==> src/rtl/shs_pkg.sv <==
// Shared types, constants and helper functions of the SPI sensor hub sequencer.
// No dependencies; used by shs_step and the top level.
package shs_pkg;

	localparam int RX_BUF_BYTES = 1024;
	localparam int TX_BUF_BYTES = 256;
	localparam int HDR_BYTES    = 4;

	localparam int LEN_W  = 11;   // rx counts and transfer lengths
	localparam int TXC_W  = 9;    // transmit count
	localparam int OFF_W  = 3;    // receive buffer offset
	localparam int PH_W   = 3;    // encoded phase

	localparam logic [15:0] LEN_CONT_MASK = 16'h8000;

	typedef enum logic [2:0] {
		REQ_POLL     = 3'd0,
		REQ_IRQ      = 3'd1,
		REQ_DONE     = 3'd2,
		REQ_QUEUE_TX = 3'd3,
		REQ_RX_TAKEN = 3'd4,
		REQ_RESET    = 3'd5
	} req_t;

	typedef enum logic [7:0] {
		PH_OFF       = 8'b0000_0001,
		PH_IDLE      = 8'b0000_0010,
		PH_HDR_WAIT  = 8'b0000_0100,
		PH_HDR_DONE  = 8'b0000_1000,
		PH_BODY_WAIT = 8'b0001_0000,
		PH_BODY_DONE = 8'b0010_0000,
		PH_WR_WAIT   = 8'b0100_0000,
		PH_WR_DONE   = 8'b1000_0000
	} phase_t;

	localparam logic [PH_W-1:0] PC_OFF       = 3'd0;
	localparam logic [PH_W-1:0] PC_IDLE      = 3'd1;
	localparam logic [PH_W-1:0] PC_HDR_WAIT  = 3'd2;
	localparam logic [PH_W-1:0] PC_HDR_DONE  = 3'd3;
	localparam logic [PH_W-1:0] PC_BODY_WAIT = 3'd4;
	localparam logic [PH_W-1:0] PC_BODY_DONE = 3'd5;
	localparam logic [PH_W-1:0] PC_WR_WAIT   = 3'd6;
	localparam logic [PH_W-1:0] PC_WR_DONE   = 3'd7;

	typedef struct packed {
		phase_t            phase;
		logic              irq_pending;
		logic [LEN_W-1:0]  rx_count;
		logic [TXC_W-1:0]  tx_count;
		logic              select_on;
	} seq_state_t;

	typedef struct packed {
		logic              cs_active;
		logic              start_xfer;
		logic              xfer_source;
		logic [OFF_W-1:0]  xfer_offset;
		logic [LEN_W-1:0]  xfer_len;
		logic              wake_release;
		logic [LEN_W-1:0]  rx_avail;
		logic [PH_W-1:0]   phase;
	} result_t;

	function automatic logic [PH_W-1:0] phase_code(input phase_t ph);
		logic [PH_W-1:0] code;
		unique case (ph)
			PH_OFF:       code = PC_OFF;
			PH_IDLE:      code = PC_IDLE;
			PH_HDR_WAIT:  code = PC_HDR_WAIT;
			PH_HDR_DONE:  code = PC_HDR_DONE;
			PH_BODY_WAIT: code = PC_BODY_WAIT;
			PH_BODY_DONE: code = PC_BODY_DONE;
			PH_WR_WAIT:   code = PC_WR_WAIT;
			PH_WR_DONE:   code = PC_WR_DONE;
			default:      code = PC_OFF;
		endcase
		return code;
	endfunction

	// Packet length from the header: drop the continuation bit, clamp to the buffer.
	function automatic logic [LEN_W-1:0] header_len(input logic [7:0] lo, input logic [7:0] hi);
		logic [15:0] raw;
		raw = {hi, lo} & ~LEN_CONT_MASK;
		if (raw > 16'(RX_BUF_BYTES))
			return LEN_W'(RX_BUF_BYTES);
		return raw[LEN_W-1:0];
	endfunction

endpackage

==> src/rtl/shs_step.sv <==
// Next-state and result logic for one event of the transfer sequencer.
// Depends on shs_pkg.
module shs_step (
	input  logic [2:0]          req_type,
	input  logic [7:0]          hdr_low,
	input  logic [7:0]          hdr_high,
	input  logic [8:0]          tx_len,
	input  shs_pkg::seq_state_t cur,
	output shs_pkg::seq_state_t nxt,
	output shs_pkg::result_t    res
);
	import shs_pkg::*;

	logic [LEN_W-1:0] hlen;
	logic [LEN_W-1:0] tx_ext;
	logic [TXC_W-1:0] tx_clamped;
	logic             act_write;

	assign hlen       = header_len(hdr_low, hdr_high);
	assign tx_ext     = LEN_W'(cur.tx_count);
	assign tx_clamped = (tx_len > 9'(TX_BUF_BYTES)) ? TXC_W'(TX_BUF_BYTES) : tx_len;
	assign act_write  = (cur.tx_count != '0);

	always_comb begin
		logic launch;
		logic activate;
		launch   = 1'b0;
		activate = 1'b0;
		nxt = cur;
		res = '0;

		if (req_t'(req_type) == REQ_RESET) begin
			nxt.phase       = PH_IDLE;
			nxt.irq_pending = 1'b0;
			nxt.rx_count    = '0;
			nxt.tx_count    = '0;
			nxt.select_on   = 1'b0;
		end else if (cur.phase != PH_OFF) begin
			unique case (req_t'(req_type))
				REQ_POLL: begin
					unique case (cur.phase)
						PH_IDLE: begin
							activate = cur.irq_pending && (cur.rx_count == '0);
						end
						PH_HDR_DONE: begin
							if (hlen > LEN_W'(HDR_BYTES)) begin
								nxt.phase       = PH_BODY_WAIT;
								launch          = 1'b1;
								res.xfer_offset = OFF_W'(HDR_BYTES);
								res.xfer_len    = hlen - LEN_W'(HDR_BYTES);
							end else begin
								// short header: release, then retry a launch at once
								nxt.select_on = 1'b0;
								nxt.rx_count  = '0;
								nxt.phase     = PH_IDLE;
								activate      = cur.irq_pending;
							end
						end
						PH_BODY_DONE: begin
							nxt.select_on = 1'b0;
							nxt.rx_count  = hlen;
							nxt.phase     = PH_IDLE;
						end
						PH_WR_DONE: begin
							nxt.select_on = 1'b0;
							nxt.rx_count  = (tx_ext < hlen) ? tx_ext : hlen;
							nxt.tx_count  = '0;
							nxt.phase     = PH_IDLE;
						end
						default: ;
					endcase
				end
				REQ_IRQ: nxt.irq_pending = 1'b1;
				REQ_DONE: begin
					unique case (cur.phase)
						PH_HDR_WAIT:  nxt.phase = PH_HDR_DONE;
						PH_BODY_WAIT: nxt.phase = PH_BODY_DONE;
						PH_WR_WAIT:   nxt.phase = PH_WR_DONE;
						default: ;
					endcase
				end
				REQ_QUEUE_TX: begin
					if (cur.phase != PH_WR_WAIT && cur.phase != PH_WR_DONE)
						nxt.tx_count = tx_clamped;
				end
				REQ_RX_TAKEN: nxt.rx_count = '0;
				default: ;
			endcase
		end

		if (activate) begin
			nxt.irq_pending = 1'b0;
			nxt.select_on   = 1'b1;
			launch          = 1'b1;
			res.xfer_offset = '0;
			if (act_write) begin
				nxt.phase        = PH_WR_WAIT;
				res.xfer_source  = 1'b1;
				res.xfer_len     = tx_ext;
				res.wake_release = 1'b1;
			end else begin
				nxt.phase    = PH_HDR_WAIT;
				res.xfer_len = LEN_W'(HDR_BYTES);
			end
		end

		res.start_xfer = launch;
		res.cs_active  = nxt.select_on;
		res.rx_avail   = nxt.rx_count;
		res.phase      = phase_code(nxt.phase);
	end

endmodule

==> src/rtl/spi_sensor_hub_transfer_sequencer.sv <==
// Top level of the SPI sensor hub transfer sequencer: input register, state, result register.
// Depends on shs_pkg and shs_step.
//
// Host-side sequencer for a length-prefixed packet protocol carried over SPI. Each
// input transfer is one event (poll, device interrupt, transfer done, queue transmit,
// rx consumed, reset/start) and yields exactly one result transfer describing chip
// select, any SPI transfer launched by that event, the bytes available to the
// consumer and the new phase. The block starts in the off phase and ignores every
// event until a reset/start event. Throughput is one event per clock while the output
// side is ready: the input register, the combinational step logic and the result
// register form a two-stage pipe, so an accepted event is held in the input register
// and its result is then captured in the result register once that register is free
// or drains. The sequencer state updates in the same cycle an event moves from the
// input register into the result register, so events are processed strictly in order.
// A stalled result holds in the result register while the input register may still
// take one more event.
module spi_sensor_hub_transfer_sequencer (
	input  logic        clk,
	input  logic        arst_n,
	// event channel
	input  logic        in_valid,
	output logic        in_ready,
	input  logic [2:0]  req_type,
	input  logic [7:0]  hdr_low,
	input  logic [7:0]  hdr_high,
	input  logic [8:0]  tx_len,
	// result channel
	output logic        out_valid,
	input  logic        out_ready,
	output logic        cs_active,
	output logic        start_xfer,
	output logic        xfer_source,
	output logic [2:0]  xfer_offset,
	output logic [10:0] xfer_len,
	output logic        wake_release,
	output logic [10:0] rx_avail,
	output logic [2:0]  phase
);
	import shs_pkg::*;

	// input stage
	logic        valid_s1;
	logic [2:0]  req_s1;
	logic [7:0]  hdr_low_s1;
	logic [7:0]  hdr_high_s1;
	logic [8:0]  tx_len_s1;

	// sequencer state and result register
	seq_state_t  state_q;
	seq_state_t  state_nxt;
	result_t     res_nxt;
	result_t     res_s2;
	logic        valid_s2;

	logic        advance;
	logic        in_take;

	// Move an event into the result register whenever that register is free or drains.
	assign advance  = valid_s1 && (!valid_s2 || out_ready);
	assign in_ready = !valid_s1 || advance;
	assign in_take  = in_valid && in_ready;

	always_ff @(posedge clk or negedge arst_n) begin
		if (!arst_n) begin
			valid_s1 <= 1'b0;
		end else if (in_ready) begin
			valid_s1 <= in_valid;
		end
	end

	// Capture the event payload on each accepted transfer.
	always_ff @(posedge clk) begin
		if (in_take) begin
			req_s1      <= req_type;
			hdr_low_s1  <= hdr_low;
			hdr_high_s1 <= hdr_high;
			tx_len_s1   <= tx_len;
		end
	end

	shs_step u_step (
		.req_type (req_s1),
		.hdr_low  (hdr_low_s1),
		.hdr_high (hdr_high_s1),
		.tx_len   (tx_len_s1),
		.cur      (state_q),
		.nxt      (state_nxt),
		.res      (res_nxt)
	);

	// Commit the state only when the event's result is captured.
	always_ff @(posedge clk or negedge arst_n) begin
		if (!arst_n) begin
			state_q.phase       <= PH_OFF;
			state_q.irq_pending <= 1'b0;
			state_q.rx_count    <= '0;
			state_q.tx_count    <= '0;
			state_q.select_on   <= 1'b0;
			valid_s2            <= 1'b0;
		end else begin
			if (advance)
				state_q <= state_nxt;
			if (advance)
				valid_s2 <= 1'b1;
			else if (out_ready)
				valid_s2 <= 1'b0;
		end
	end

	// Hold the result until the consumer takes it.
	always_ff @(posedge clk) begin
		if (advance)
			res_s2 <= res_nxt;
	end

	assign out_valid    = valid_s2;
	assign cs_active    = res_s2.cs_active;
	assign start_xfer   = res_s2.start_xfer;
	assign xfer_source  = res_s2.xfer_source;
	assign xfer_offset  = res_s2.xfer_offset;
	assign xfer_len     = res_s2.xfer_len;
	assign wake_release = res_s2.wake_release;
	assign rx_avail     = res_s2.rx_avail;
	assign phase        = res_s2.phase;

endmodule

==> config.mk <==
export PLATFORM = sky130hd
export DESIGN_NAME = spi_sensor_hub_transfer_sequencer
export DESIGN_NICKNAME = d
export VERILOG_FILES = /design/src/rtl/shs_pkg.sv /design/src/rtl/shs_step.sv /design/src/rtl/spi_sensor_hub_transfer_sequencer.sv
export SDC_FILE = /design/constraint.sdc
export NUM_CORES = 1
export LEC_CHECK = 0
export BUFFER_PORTS_ARGS = -buffer_cell sky130_fd_sc_hd__buf_2
export CAP_MARGIN = 25
export CORE_UTILIZATION = 55
export DETAILED_ROUTE_END_ITERATION = 8
export PLACE_DENSITY = 0.74
export SYNTH_ARGS = -nofsm -noshare
export SYNTH_HDL_FRONTEND = slang
export SYNTH_SLANG_ARGS = --single-unit
==> constraint.sdc <==
create_clock -name clk -period 6.5 [get_ports clk]
set_input_delay 0.975 -clock clk [delete_from_list [all_inputs] [get_ports clk]]
set_output_delay 0.975 -clock clk [all_outputs]
set_load 0.03 [all_outputs]
# Yosys cells after proc, flatten, opt, wreduce, memory -nomap -nowiden
# Cells that the tools add are included.
# word_totals
register_bits	90
# op_classes
addsub	1
n_bitwise	3
order_cmp	4
n_reduce_logical	20
n_mux	45
eq_ne	24
# op_table
op	count
$mux 11	8
$mux 30	2
$mux 9	5
$pmux 11 s3	1
$pmux 8 s2	2
$pmux 8 s3	1
$pmux 11 s2	1
$pmux 3 s7	1
$pmux 9 s2	1
$mux 1	17
$eq 8x2->1 const B	2
$eq 8x3->1 const B	2
$eq 8x4->1 const B	2
$eq 8x5->1 const B	2
$eq 8x6->1 const B	2
$eq 8x7->1 const B	2
$eq 8x8->1 const B	2
$gt 15x11->1 const B	1
$mux 14	1
$mux 12	1
$gt 11x3->1 const B	1
$logic_not 11->1	1
$lt 9x11->1	1
$sub 11x3->11 const B	1
other kinds (24)	37

# Longest topological paths before layout
# logic_depth
word_depth	12
ltp_mapped	13
ltp_nobuf	13

# Modules after synthesis
# A second synthesis with hierarchy kept.
# hier_totals
hier_cells	455
hier_area_um2	5121.2
# by_module_without_submodules
module	cells_each	area_per_inst_um2	n_inst
spi_sensor_hub_transfer_sequencer	132	3139.3	1
shs_step	323	1981.9	1

# Worst setup path after synthesis
# Ideal clock, no wire load.
# synth_timing
path_kind	flip-flop to flip-flop
start	reg hdr_low_s1[4]
end	reg res_s2 (netlist bit rx_avail[4]), data pin
required_ns	6.244
t_arrival_ns	3.549
period_less_slack_ns	3.806
stages_incl_launch_ff	14
setup_slack_ns	2.694
path_cell_list	edfxtp_1 -> or4_4 -> nand4b_1 -> a21oi_1 -> clkbuf_1 -> nand2_1 -> ha_1 -> nand4_1 -> or3_1 -> a41oi_1 -> o31a_1 -> nor3_1 -> a31o_2 -> a22o_1
# synth_lines
item	line	rtl
start: declaration	spi_sensor_hub_transfer_sequencer.sv:44	logic [7:0] hdr_low_s1;
start signal: assignment	spi_sensor_hub_transfer_sequencer.sv:75	hdr_low_s1 <= hdr_low;
end signal: assignment	spi_sensor_hub_transfer_sequencer.sv:113	res_s2 <= res_nxt;
end: declaration	spi_sensor_hub_transfer_sequencer.sv:52	result_t res_s2;

==> results.md <==
* Netlist Area Pre-Place at 4720 sq um
* Critical path's largest stage delay at 840 ps
* Fin area at 5300 sq um
* Yosys warns at 0
* Cell count of the worst reg-to-reg path at 12
* # hold bufs at CTS at 0
* Gate power share at 23.5%
* Worst r2r dst: rx_avail[8]
* Post-synth ARST share at 36.4%
* Top-count cell post-synth: edfxtp_1
* Vias in the first global route at approximately 3600
* FF-to-FF setup slack at between 1500 and 2000 ps
* Hold path depth at 1
* H-tree Lvls at 3
* Hold Crit Class: reg2reg
* Initial Utilization at 57.2%
* Reg power frac at between 50% and 60%
* RSZ-0062 raised after global routing: false
* Main synth FF type: edfxtp_1
* Max cap viols at 0
* CTS Buf Count at 9
* Number of I/O pins at 66
* Average wire per standard cell at 19.5 microns
* Min-delay src: valid_s1
* Final Max Tran Viols at 0
* Layout overhead on the synthesized area at 12.2%
* Req. time, crit path at 6640 ps
* Core area at about 8300 sq um
* Synth top area share at 35.6%
* Pleak at 2.13 nW
* Hold Vio Cnt, Final at 0
* Drt total wl at 11.8 mm
* Via count at slightly below 4000
* Fin util at 64.2%
* Setup violators final at 0
* 1st-pass router iterations at 5
* Final ANT Viol Nets at 0
* Synth Register Bits at 88
* Slowest-stage cell, CP: a21oi_1
* Cell taking the most area after synthesis: edfxtp_1
* Power per cell area at ~270 nW/um^2
* Status: finished, final reports clean
* DP HPWL at 8.62 mm
* Clock Sinks at 88
* Postcts setup bufs at 0
* Crit-path cells: or4_4 -> nand4b_1 -> a21oi_1 -> nand2_1 -> ha_1 -> nand4_1 -> or3_1 -> a41oi_1 -> o31a_1 -> nor4_2 -> a32o_1 -> a21o_1
* CTS resizes at 0
* Die width at approximately 95 microns
* Cells after Synth at about 440
* Internal Power at 0.920 mW
* Remaining global-route overflow at 0
* Cell variety after synth at 75
* Filler cell count at 695
* Largest net degree at the start of global routing at 38
* Diode count at 0
* Critical path peak fanout at 14
* Pre-CTS setup slack at 1770 ps
* Relative slew slack at 30.8%
* Most frequent cells after synthesis: 56 x edfxtp_1, 48 x nand2_1, 31 x dfrtp_1, 26 x nor2_1, 25 x o21ai_0
* Final worst slack at 1630 ps
* CP endpoint kind: flip-flop
* EDFF count, synth at 56
* Fraction of layout cells with a size suffix above 1 at 21.5%
* Placed cells at 584
* Global-route wire length before repair at 18.8 mm
* Clock Latency Late Sink at 370 ps
* Mean post-synth cell area at approximately 11 sq um
* Sw Ratio at 34.7%
* Tcrit/Tclk final at between 70% and 80%
* Area contributors post-synth: edfxtp_1 36%, dfrtp_1 16%, nand2_1 3.8%
* Clk pwr share at 26.5%
* Crit path max-delay family: compound AO/OA/AOI/OAI gates
* Hold WS at between 500 and 600 ps
* Initial DRC count at about 390
* Crit Path Category: reg2reg
* Buf/Inv on CP at 0
* Tot Pwr at 1.41 mW
* Post-placement cell area at 5070 sq um
* Slew @ Worst Pin at 1040 ps
* Fin Setup TNS at 0 ps
* Final non-filler cell total at 602
* Vias per cell at 6.44
* Cell row count at 33
* RePlAce Congestion at 0.942
* Root buf cell: clkbuf_8
* Worst Hold Path EP: out_valid
* P_sw at approximately 0.49 mW
* Arr. time, crit path at 5000 ps
* Setup crit start kind: flip-flop
* Clock skew at roughly 16 ps
* Worst-path clk slew at ~110 ps
* Number of remaining DRC errors at 0
* PortBufs at 62
* FMAX at 0.205 GHz
* Peak supply drop at 0.000143 V
* Die H at 94.6 microns
* Max clock buf depth at 2
* R2r startpoint: hdr_low_s1[4]
* Post-layout nets at 534
* Min cycle time layout at 4870 ps
* Initial antenna violation count at 0
* Die area at between 8000 and 9000 sq um
* CTS tree: built
* Seq/Total Area, Yosys at 52.6%
* GR Util All Layers at 28.4%
metal layers:
| metal | wire [microns] | vias up | share of wire (%) | track usage [%] |
|---|---|---|---|---|
| li1 | - | 1798 | - | - |
| met1 | 5310 | 1872 | 45 | 40.7 |
| met2 | 5320 | 183 | 45 | 42.6 |
| met3 | 820 | 25 | 7.0 | 5.96 |
| met4 | 293 | 0 | 2.5 | 9.85 |
| met5 | 0 | - | 0 | 0 |
cell type report:
class | instances | area, sq um | share of cell area [%]
clock buffer | 9 | 124 | 2.34
inverter | 14 | 52.6 | 0.992
timing repair buffer | 65 | 350 | 6.61
multi-input combinational | 314 | 2080 | 39.3
sequential | 88 | 2480 | 46.9
clock inverter | 7 | 73.8 | 1.39
tap | 105 | 131 | 2.48
cells in the final DEF, fill, tap and decap left out, types with 5 or more instances in the layout:
master,n
dfrtp_1,31
o211ai_1,5
o21ai_0,25
buf_2,62
edfxtp_1,56
a22oi_1,6
mux2i_1,8
clkbuf_8,9
a22o_1,10
o31ai_1,6
nand2b_1,9
o21ai_1,6
nand2_1,48
nor2_1,26
a21oi_1,21
inv_1,13
nor4_1,10
nand3_1,9
ha_1,10
a21o_1,6
nor3_1,16
cells by family (layout without fill, tap and decap cells):
group	Yosys count	count (layout)	synth area share, %
AO/OA/AOI/OAI	125	125	18.9
XOR/XNOR	8	8	1.48
adder cells (fa/ha/maj)	10	10	2.65
buffers and inverters	38	95	3.37
flip-flops	88	88	52.6
multiplexers	12	12	2.65
other	1	2	0.0794
AND/OR/NAND/NOR	157	157	18.2
power by group through the flow:
stage                     combinational [mW]  clock [mW]  sequential, mW
after floorplan                        0.229           0           0.721
after global placement                 0.321           0           0.712
after detailed placement               0.324           0           0.713
after CTS                              0.325       0.377           0.702
after global routing                   0.362       0.396           0.710
final                                  0.331       0.374           0.703
registers in the layout, indices dropped and copies added (netlist names):
| name | flops |
|---|---|
| tx_len_s1 | 9 |
| valid_s1 | 1 |
| hdr_high_s1 | 7 |
| start_xfer | 1 |
| wake_release | 1 |
| rx_avail | 11 |
| out_valid | 1 |
| hdr_low_s1 | 8 |
| xfer_offset | 1 |
| state_q | 30 |
| phase | 3 |
| req_s1 | 3 |
| xfer_len | 11 |
| cs_active | 1 |
worst max-delay path by stage:
stage	start	to	slack (ps)	cells past startpoint
4_1_cts	hdr_low_s1[4]	rx_avail[8]	1740	12
3_5_place_dp	hdr_low_s1[4]	rx_avail[8]	1770	12
6_report	hdr_low_s1[4]	rx_avail[8]	1630	12
2_1_floorplan	hdr_low_s1[4]	rx_avail[4]	2690	13
3_3_place_gp	hdr_low_s1[4]	rx_avail[1]	1770	12
5_1_grt	hdr_low_s1[4]	rx_avail[3]	1470	12
Power figures use the tool's default switching activity.
